File: config.mk
export PLATFORM = sky130hd
export DESIGN_NAME = lbfsp_ram
export DESIGN_NICKNAME = d
export VERILOG_FILES = /design/src/sv/lbfsp_ram.sv
export SDC_FILE = /design/constraint.sdc
export NUM_CORES = 1
export LEC_CHECK = 0
export BUFFER_PORTS_ARGS = -buffer_cell sky130_fd_sc_hd__buf_2
export CAP_MARGIN = 15
export CORE_UTILIZATION = 56
export CTS_CLUSTER_SIZE = 25
export DETAILED_ROUTE_END_ITERATION = 10
export GPL_TIMING_DRIVEN = 1
export HOLD_SLACK_MARGIN = 0.15
export PLACE_DENSITY = 0.72
export REMOVE_ABC_BUFFERS = 1
export SLEW_MARGIN = 20
export SYNTH_ARGS = -nofsm -noshare
export SYNTH_HDL_FRONTEND = slang
export SYNTH_SLANG_ARGS = --single-unit
File: constraint.sdc
create_clock -name clk -period 2.7 [get_ports clk]
set_clock_uncertainty 0.05 [all_clocks]
set_input_delay 0.81 -clock clk [delete_from_list [all_inputs] [get_ports clk]]
set_output_delay 0.81 -clock clk [all_outputs]
set_load 0.005 [all_outputs]
File: src/sv/lbfsp_ram.sv
`timescale 1ns / 1ps
// ----------------------------------------------------------------------------
// lbfsp_ram
// Generic single-write, single-read RAM with registered read data.
// ----------------------------------------------------------------------------
module lbfsp_ram #(
	parameter int WIDTH = 8,
	parameter int DEPTH = 64
) (
	input  logic                     clk,
	input  logic                     we,
	input  logic [$clog2(DEPTH)-1:0] waddr,
	input  logic [WIDTH-1:0]         wdata,
	input  logic [$clog2(DEPTH)-1:0] raddr,
	output logic [WIDTH-1:0]         rdata
);

	logic [WIDTH-1:0] mem_q [DEPTH];

	always_ff @(posedge clk) begin
		if (we) begin
			mem_q[waddr] <= wdata;
		end
		rdata <= mem_q[raddr];
	end

endmodule

======== Word-level counts from Yosys, hierarchy flattened ========
Memories as Yosys holds them, arrays and structs flattened. A register that Yosys moved wholly into a read port is not among the register bits.
Index checks and enable logic that the tools add are counted.
storage, ports and cells
  bits in registers ....................... 0
  memory bits (writable) .................. 512
  input bits .............................. 22
  output and inout port bits .............. 8
  word-level logic and storage cells ...... 3
  memories kept ........................... 1
cells by class
  mux-type cells .......................... 2
memories
  memory  words  width  rd ports  clocked after memory_dff  wr ports  line  RTL
  mem_q   64     8      1         1                         1         18    logic [WIDTH-1:0] mem_q [DEPTH];
operators with widths
  operator           count
  1-bit two-way mux  2

======== Depth between registers and ports, before layout ========
  depth after elaboration ................. 2
  depth in mapped cells ................... 9
  mapped depth without buffers ............ 5

======== Least setup slack after synthesis ========
OpenSTA, ideal clock, no wires.
  kind .................................... input port to flip-flop
  start ................................... input raddr[1]
  end ..................................... register rdata[3] (read register of mem_q)
  setup time .............................. 0.128 ns
  arrival time ............................ 2.350 ns
  data required time ...................... 2.522 ns
  setup slack ............................. 0.172 ns
  stages .................................. 7
  buffers on the path ..................... 3
  cells stage by stage .................... buf_4 buf_2 buf_2 mux4_2 mux4_2 o21ai_1 o41ai_1
RTL lines
  element      line  RTL
  from (decl)  14    input logic [$clog2(DEPTH)-1:0] raddr,
  to (decl)    15    output logic [WIDTH-1:0] rdata

==> metrics.md <==
| Metric | Value |
|---|---|
| Outcome | `finished clean` |
| Power Density | `724 mW/mm²` |
| Die span in y | `192 µm` |
| Final period utilization | `0.889` |
| Vias in the first global route | `10.3k` |
| Die Area | `0.0368 mm²` |
| Synth area leader | `edfxtp_1` |
| Share of the synthesized area in the top cell type | `0.762` |
| Hpwl dp | `28,900 µm` |
| Sink Count | `520` |
| Register area share after synthesis | `0.770` |
| Asr flop ratio synth | `0` |
| First-pass GRT wire length | `roughly 67,000 µm` |
| CP startpoint | `raddr[0]` |
| Hold Crit Start | `wdata[4]` |
| Pin count of the biggest net entering global routing | `65` |
| Clock transition at path regs | `60 ps` |
| Reg2reg setup slack | `630 ps` |
| Antenna violations before repair | `1` |
| Reg2Reg Depth | `6` |
| Rows | `69` |
| RSZ-0062 raised after global routing | `no` |
| Leakage | `0.00777 µW` |
| Relative slew slack | `0.512` |
| Number of nets in the layout | `1,152` |
| Worst-margin pin slew | `732 ps` |
| RR Startpoint | `mem_q[25][4]` |
| Maximum vdd drop | `between 0.5 and 0.6 mV` |
| Slowest cell on crit path | `mux4_2` |
| GRT overflow | `0` |
| Synthesized area | `0.0202 mm²` |
| Post-DP Area | `0.0219 mm²` |
| Gr usage total | `0.257` |
| Max Cap Viol | `0` |
| Critical Path AT | `2790 ps` |
| CP Launch Type | `primary input` |
| Hold Buf Count CTS | `0` |
| Routed WL | `between 40,000 and 50,000 µm` |
| Maximum buffer depth of the clock tree | `3` |
| Syn_area_per_cell | `21.5 µm²` |
| Top-count cell post-synth | `edfxtp_1` |
| GP Congestion | `between 0.8 and 0.9` |
| Post-CTS resize count | `0` |
| Reg2reg end | `rdata[4]` |
| Worst hold path class | `in2reg` |
| Main area contributors after synthesis | `edfxtp_1 (76%), mux4_2 (14%), nor2_1 (1.5%)` |
| Syn. warnings | `0` |
| DRT iter0 DRCs | `1,144` |
| Hold path depth | `2` |
| Die Width | `192 µm` |
| Routed len/inst | `around 28 µm` |
| Hold EP | `mem_q[36][4]` |
| Post-synth top cells | `edfxtp_1 (512), mux4_2 (126), nor2_1 (83), mux2i_1 (23), nand2_1 (19)` |
| Top FF cell, synth | `edfxtp_1` |
| CP peak stage delay | `500 ps` |
| Drt drc | `0` |
| Worst path required time | `approximately 3000 ps` |
| Crit. End Element | `flip-flop` |
| Fmax | `between 400 and 500 MHz` |
| Area growth syn-to-layout | `17.2%` |
| Detailed Routing Iterations Pass 1 | `5` |
| Share of cells above drive strength 1 | `0.347` |
| Post-CTS setup buffer count | `0` |
| Final Hold Vio Count | `0` |
| Initial Utilization | `0.568` |
| Worst-Skew Late Latency | `570 ps` |
| Critical Path, Cell by Cell | `clkbuf_8 -> buf_4 -> mux4_2 -> mux2_2 -> o221a_2 -> nor3_1 -> o32ai_1` |
| Input/output buffers | `29` |
| Tot Pwr | `17,100 µW` |
| FILL cells | `roughly 2.2k` |
| CP max FO | `15` |
| Synth cell types | `40` |
| DR vias/cell | `between 6 and 7` |
| Critical path class | `in2reg` |
| Design area | `0.0236 mm²` |
| Cells after DPL | `around 1.5k` |
| Post-Syn Instances | `940` |
| Number of synthesized flops with an enable pin | `512` |
| CTS buffer count | `50` |
| Fin crit period | `2400 ps` |
| DR vias | `10.2k` |
| Root Buffer | `clkbuf_16` |
| Post-DRT Antenna Nets | `0` |
| Final Setup Violations | `0` |
| TritonCTS clock tree | `yes` |
| Synth Register Bits | `520` |
| Max-slew violations | `0` |
| Core Box Area | `about 0.035 mm²` |
| Core Util, Final | `0.666` |
| Finished Layout Cells | `about 1.6k` |
| # IOs | `30` |
| H-Tree Depth | `2` |
-- layer usage --
metal / global-route usage / wire length [µm] / up-vias
met5: 0 / 13 / -
met4: 0.0766 / 1120 / 2
met3: 0.0393 / 3810 / 79
met2: 0.412 / 22200 / 453
met1: 0.370 / 18200 / 5340
li1: - / - / 4306
-- flip-flops by register name, indices dropped and copies added, names as in the netlist --
register	count
mem_q	512
rdata	8
-- worst max path at each step --
stage	end	cells after the start	slack (ps)
3_5_place_dp	rdata[6]	7	-250
4_1_cts	rdata[3]	7	300
6_report	rdata[6]	7	300
3_3_place_gp	rdata[6]	7	-190
2_1_floorplan	rdata[4]	5	480
5_1_grt	rdata[5]	7	180
-- cells in the final DEF, fill, tap and decap left out, drive strengths merged, types with 2 or more instances in the layout --
cell type	instances
edfxtp	512
buf	188
mux4	126
nor2	83
clkbuf	64
mux2i	23
nand2	19
clkinv	17
nor2b	14
mux2	13
nand3	13
bufinv	9
o221ai	8
o22ai	8
dfxtp	8
nand2b	7
nor3	7
a221oi	6
a211oi	4
o21ai	4
nand3b	3
a21oi	3
a22oi	3
o2111ai	3
o2bb2ai	3
o221a	2
nor4	2
o32ai	2
a2111oi	2
o21a	2
o41ai	2
nand4	2
clkinvlp	2
-- cell families (layout without fill, tap and decap cells) --
family / after synthesis / in the layout / synth area share
other: 0 / 1 / 0
multiplexers: 162 / 162 / 0.159
AO/OA/AOI/OAI: 54 / 54 / 0.0207
AND/OR/NAND/NOR: 153 / 153 / 0.0339
flip-flops: 520 / 520 / 0.770
buffers and inverters: 51 / 281 / 0.0157
-- report_power, final --
part | internal (µW) | switching [µW]
clock network | 4330 | 2880
registers | 8930 | 35.0
logic | 396 | 532
total | 13700 | 3450
-- worst max-delay path, delay by kind of cell --
kind            cells  cell delay (ps)
simple gates        1              300
buf+inv             2              450
mux                 2              790
compound gates      2              410
-- through the flow --
step | hold WS, ps | setup slack, ps | TNS (ps)
global route | 690 | 184 | 0
detailed placement | 790 | -248 | -1250
floorplan | 658 | 479 | 0
global placement | 770 | -187 | -1040
CTS | 655 | 300 | 0
finish | 693 | 299 | 0
-- layout make-up --
class                   instances  area, µm²  area share
diodes                          1       2.50    0.000106
clock buffers                  63       1320      0.0559
clock inverters                29        378      0.0160
multi-input cells             369       4320       0.183
flip-flops and latches        520      15500       0.657
well taps                     461        577      0.0244
repair buffers                189       1510      0.0639
No activity file was read; power rests on OpenSTA's default activity.
