==> src/sv/lbfsp_pkg.sv <==
`timescale 1ns / 1ps
// ----------------------------------------------------------------------------
// lbfsp_pkg
// Types, constants and compare functions of the slot planner.
// ----------------------------------------------------------------------------
package lbfsp_pkg;

	localparam int MAX_TENSORS = 64;
	localparam int IDX_W       = $clog2(MAX_TENSORS);
	localparam int CNT_W       = IDX_W + 1;
	localparam int FIRST_W     = 12;
	localparam int LAST_W      = 13;
	localparam int SIZE_W      = 32;
	localparam int OFF_W       = 40;
	localparam int OUT_OFF_W   = 39;
	localparam int ALIGN_W     = 4;
	localparam int MAX_NODES   = 4096;
	localparam int ALIGN_MAX   = 12;
	localparam int ALIGN_RST   = 6;

	typedef struct packed {
		logic [FIRST_W-1:0] first;
		logic [LAST_W-1:0]  last;
		logic [SIZE_W-1:0]  bytes;
	} life_t;

	typedef struct packed {
		logic [FIRST_W-1:0] first;
		logic [LAST_W-1:0]  last;
		logic [IDX_W-1:0]   slot;
	} plan_t;

	typedef struct packed {
		logic [OFF_W-1:0]  base;
		logic [SIZE_W-1:0] size;
	} slot_t;

	typedef struct packed {
		logic             start;
		logic             run;
		logic [CNT_W-1:0] limit;
	} sweep_ctl_t;

	typedef struct packed {
		logic [IDX_W-1:0] raddr;
		logic             v;
		logic [IDX_W-1:0] idx;
		logic             done;
	} sweep_sts_t;

	// True if tensor p comes before tensor q in planning order.
	function automatic logic goes_before(life_t p, logic [IDX_W-1:0] pi,
			life_t q, logic [IDX_W-1:0] qi);
		logic r;
		if (p.bytes != q.bytes) begin
			r = p.bytes > q.bytes;
		end else if (p.first != q.first) begin
			r = p.first < q.first;
		end else begin
			r = pi < qi;
		end
		return r;
	endfunction

	// Two lifetimes clash unless one ends no later than the other starts.
	function automatic logic lives_clash(logic [FIRST_W-1:0] f1, logic [LAST_W-1:0] l1,
			logic [FIRST_W-1:0] f2, logic [LAST_W-1:0] l2);
		return !((l1 <= LAST_W'(f2)) || (l2 <= LAST_W'(f1)));
	endfunction

endpackage

==> src/sv/lbfsp_sweep.sv <==
`timescale 1ns / 1ps
// ----------------------------------------------------------------------------
// lbfsp_sweep
// Address sequencer that walks a memory from zero up to one below a limit,
// one read per cycle while run is high, and tags the returning data with
// its index.
module lbfsp_sweep (
	input  logic                   clk,
	input  logic                   arst_n,
	input  lbfsp_pkg::sweep_ctl_t  ctl,
	output lbfsp_pkg::sweep_sts_t  sts
);

	logic [lbfsp_pkg::CNT_W-1:0] iss_q;
	logic                        v_q;
	logic [lbfsp_pkg::IDX_W-1:0] idx_q;

	always_ff @(posedge clk or negedge arst_n) begin
		if (!arst_n) begin
			iss_q <= '0;
			v_q   <= 1'b0;
			idx_q <= '0;
		end else if (ctl.start) begin
			iss_q <= '0;
			v_q   <= 1'b0;
		end else if (ctl.run) begin
			if (iss_q < ctl.limit) begin
				iss_q <= iss_q + 1'b1;
				v_q   <= 1'b1;
				idx_q <= iss_q[lbfsp_pkg::IDX_W-1:0];
			end else begin
				v_q <= 1'b0;
			end
		end
	end

	assign sts.raddr = iss_q[lbfsp_pkg::IDX_W-1:0];
	assign sts.v     = v_q;
	assign sts.idx   = idx_q;
	assign sts.done  = ctl.run && (iss_q == ctl.limit) && !v_q;

endmodule

==> config.mk <==
export PLATFORM = sky130hd
export DESIGN_NAME = lbfsp_sweep
export DESIGN_NICKNAME = d
export VERILOG_FILES = /design/src/sv/lbfsp_pkg.sv /design/src/sv/lbfsp_sweep.sv
export SDC_FILE = /design/constraint.sdc
export NUM_CORES = 1
export LEC_CHECK = 0
export ABC_AREA = 1
export BUFFER_PORTS_ARGS = -buffer_cell sky130_fd_sc_hd__buf_2
export CORE_MARGIN = 5
export CORE_UTILIZATION = 24
export CTS_CLUSTER_SIZE = 24
export DETAILED_ROUTE_END_ITERATION = 7
export GPL_ROUTABILITY_DRIVEN = 0
export HOLD_SLACK_MARGIN = 0.1
export PLACE_DENSITY = 0.53
export SYNTH_ARGS = -nofsm -noshare
export SYNTH_HDL_FRONTEND = slang
export SYNTH_SLANG_ARGS = --single-unit
==> constraint.sdc <==
create_clock -name clk -period 2 [get_ports clk]
set_input_delay 0.4 -clock clk [delete_from_list [all_inputs] [get_ports clk]]
set_output_delay 0.4 -clock clk [all_outputs]
set_load 0.05 [all_outputs]
Word-level counts from Yosys, hierarchy flattened --
Index checks and enable logic that the tools add are counted.
Storage, ports and cells: register bits after elaboration 14, input port bits 11, output and inout port bits 14, logic and storage cells 20
Operators by class: add/sub/neg operators 1, $lt $le $gt $ge 1, equality and inequality tests 1, muxes and demuxes 6, bitwise logic cells 1, reductions and logical operators 7
Operators with widths (number):
- 2-to-1 mux 7 bit | 3
- adder 7 x 1 -> 7 bit (second input constant) | 1
- == test 7 bit | 1
- < comparator 7 bit | 1
- nonzero test 2 bit | 2
- 2-to-1 mux 1 bit | 3
- AND reduction 3 bit | 1
- logical AND 1 bit | 2
- AND reduction 2 bit | 1
- zero test 1 bit | 1
- inverter 1 bit | 1

Depth between registers and ports, before layout --
depth in word-level cells 4, mapped depth 10

Worst setup path before layout --
OpenSTA, ideal clock, no wires.
path type input to output, start in ctl[6] (netlist name), end out sts[0] (netlist name), arrival 2.348 ns, required time 1.600 ns, setup slack -0.748 ns, cell stages on the path 4, path buffers 0, cells stage by stage inv_1 > ha_1 > nand2_2 > nor4_1
RTL lines:
- start, declared | RTL line lbfsp_sweep.sv:10 | input lbfsp_pkg::sweep_ctl_t ctl,
- end, declared | RTL line lbfsp_sweep.sv:11 | output lbfsp_pkg::sweep_sts_t sts

==> metrics.txt <==
WL/cell=11.1 um; kind of critical path=reg2out; layout cells sized above 1=0.315; worst skew pair latency=0.25 ns; Detail Route Antenna Nets=0; Area Overhead vs Synth=25.4%; mapped cell area=1050 um^2; Yosys warnings=0; WL met1=1070 um; Hold Fails Final Rpt=0; Overflow after GRT=0; register area share after synthesis=0.334; row count=24; P_leak=0.750 nW; Detail Placement HPWL=1930 um; cell family with the largest share of critical-path delay=flip-flops; Synth area leader=dfrtp_1; Min-Delay Startpoint=ctl[7]; final worst path period share=0.971; CTS buffer count=3; pin count of the biggest net entering global routing=15; CP Cell Sequence=ha_4 -> nand2_2 -> nor4_4 -> buf_6; CTS Sinks=14; global-route wire length before repair=4130 um; Max Cap Viol=0; RR Startpoint=iss_q[5]$_DFFE_PN0P_; Max IR drop VDD=0.163 mV; clock skew=0.00142 ns; Critical path origin=iss_q[6]$_DFFE_PN0P_; nets@finish=182; Hold Path Class=in2reg; met2 WL=1120 um; commonest cells after routing, fill and taps aside=nand2_1 (38), buf_2 (23), inv_1 (20), nand3_1 (15), dfrtp_1 (12); final wirelength=2380 um; Clock Tree Root=clkbuf_8; Final Max Tran Viols=0; I/O pin cnt=25; die area=5800 um^2; Crit. End Element=output port; vias in the first global route=876; met3 WL=161 um; Worst-path clk slew=0.06 ns; Die X=76.1 um; total core area=4290 um^2; Starting Density=0.244; Fillers=471; Chip Height=76.1 um; unrepaired setup endpoints after global routing=no; DRC=0; worst relative slew slack=0.769; worst slew pin tran=0.347 ns; top cells by area, synth=dfrtp_1 (33%), nand2_1 (14%), ha_1 (9.5%); synthesized instance count=136; syn_area_per_cell=7.72 um^2; Req. time, crit path=1.60 ns; vias=919; most common cell after layout, fill and taps aside=nand2_1; critical path's largest stage delay=0.44 ns; CP bufs+invs=1; PD cells=556 nW/um^2; number of H-tree levels=1; clk buf depth=2; fin crit period=1.94 ns; CP Launch Type=flop; crit path DAT=1.54 ns; Yosys reg bits=14; antenna violations before repair=0; status=finished clean; CTS tree=yes; Avg Vias per Cell=4.29; fmax=515 MHz; Critical Path Slowest Stage Cell=dfrtp_2; Post-DP Area=1230 um^2; Max Used Layer=met4; Initial DRC Count=66; Global Route Usage Sum=0.0866; Final Cell Area=1320 um^2; post-synth top area share=0.334; antenna cells=0; setup violators final=0; Setup Buffers After CTS=0; Pre-antenna DRT Iters=4; PortBufs=24; Synth cell types=22; Syn Nets=155; crit-path max FO=4; total negative setup slack=0 ns
layer usage:
| layer | track usage | vias to the layer above |
|---|---|---|
| met5 | 0 | - |
| met4 | 0.0315 | 0 |
| met3 | 0.0319 | 3 |
| met2 | 0.140 | 18 |
| met1 | 0.104 | 413 |
| li1 | - | 485 |
kinds of logic after synthesis:
kind of cell    count (synthesis)  share of synthesized area
simple gates                   78                      0.387
buf+inv                        29                      0.130
flops                          14                      0.334
fa+ha+maj                       8                     0.0954
compound gates                  4                     0.0286
xor+xnor                        3                     0.0250
worst paths after layout:
path | to | slack (ns) | cells past startpoint
max | sts[0] | 0.06 | 4
min | v_q$_DFFE_PN0P_ | 0.38 | 2
max reg2reg | idx_q[2]$_DFFE_PN0P_ | 0.45 | 9
min reg2reg | idx_q[1]$_DFFE_PN0P_ | 0.47 | 2
max in group asynchronous | iss_q[1]$_DFFE_PN0P_ | 1.14 | 2
min in group asynchronous | idx_q[0]$_DFFE_PN0P_ | 0.58 | 2
layout make-up:
class	instances	area, um^2	area share
Clock buffer	4	55.1	0.0418
Inverter	21	78.8	0.0599
Multi-Input combinational cell	93	591	0.449
Sequential cell	14	353	0.268
Tap cell	52	65.1	0.0494
Timing Repair Buffer	30	174	0.132
sequential cells by signal, summed over array words and instances (netlist names):
register / flops
iss_q: 7
idx_q: 6
v_q: 1
power breakdown:
| group | switching, W | internal, W | total, W |
|---|---|---|---|
| combinational | 0.000104 | 0.0000429 | 0.000147 |
| clock | 0.000109 | 0.000175 | 0.000283 |
| sequential | 0.00000711 | 0.000294 | 0.000301 |
what timing repair did:
action                                 in CTS  in global routing
hold buffers                                1                  0
pin swaps                                   0                  0
gates resized for setup                     2                  3
endpoints found under the hold margin      14                  0
setup endpoints to repair                   1                  1
worst register-to-register path: stages (launching register included):
cell and delay [ns]:
dfrtp_1 0.39, ha_1 0.29, nand2_2 0.15, inv_1 0.06, nand2_1 0.06, nand2_1 0.08
inv_2 0.15, nand3_4 0.13, nand2_1 0.09, nand2_1 0.05
synth_stat cells, drive strengths merged:
cell type and instances:
o31ai 1, a21oi 3, nor4 1, nor2 9, dfrtp 14, xor2 2
buf 8, nand4 8, nand3 16, inv 21, ha 8, nand2 44
xnor2 1
per-stage QoR:
step                      hold WS (ns)  std cells  total power [W]  utilization  worst slack [ns]
after CTS                        0.370        214         0.000743        0.303           0.00651
after floorplan                  0.104        136         0.000414            -             0.125
final                            0.377        214         0.000731        0.307            0.0570
after detailed placement         0.328        209         0.000453        0.286             0.125
after global placement           0.323        209         0.000451        0.286             0.144
after global routing             0.395        214         0.000768        0.307           0.00402
(Power assumes the default switching activity.)
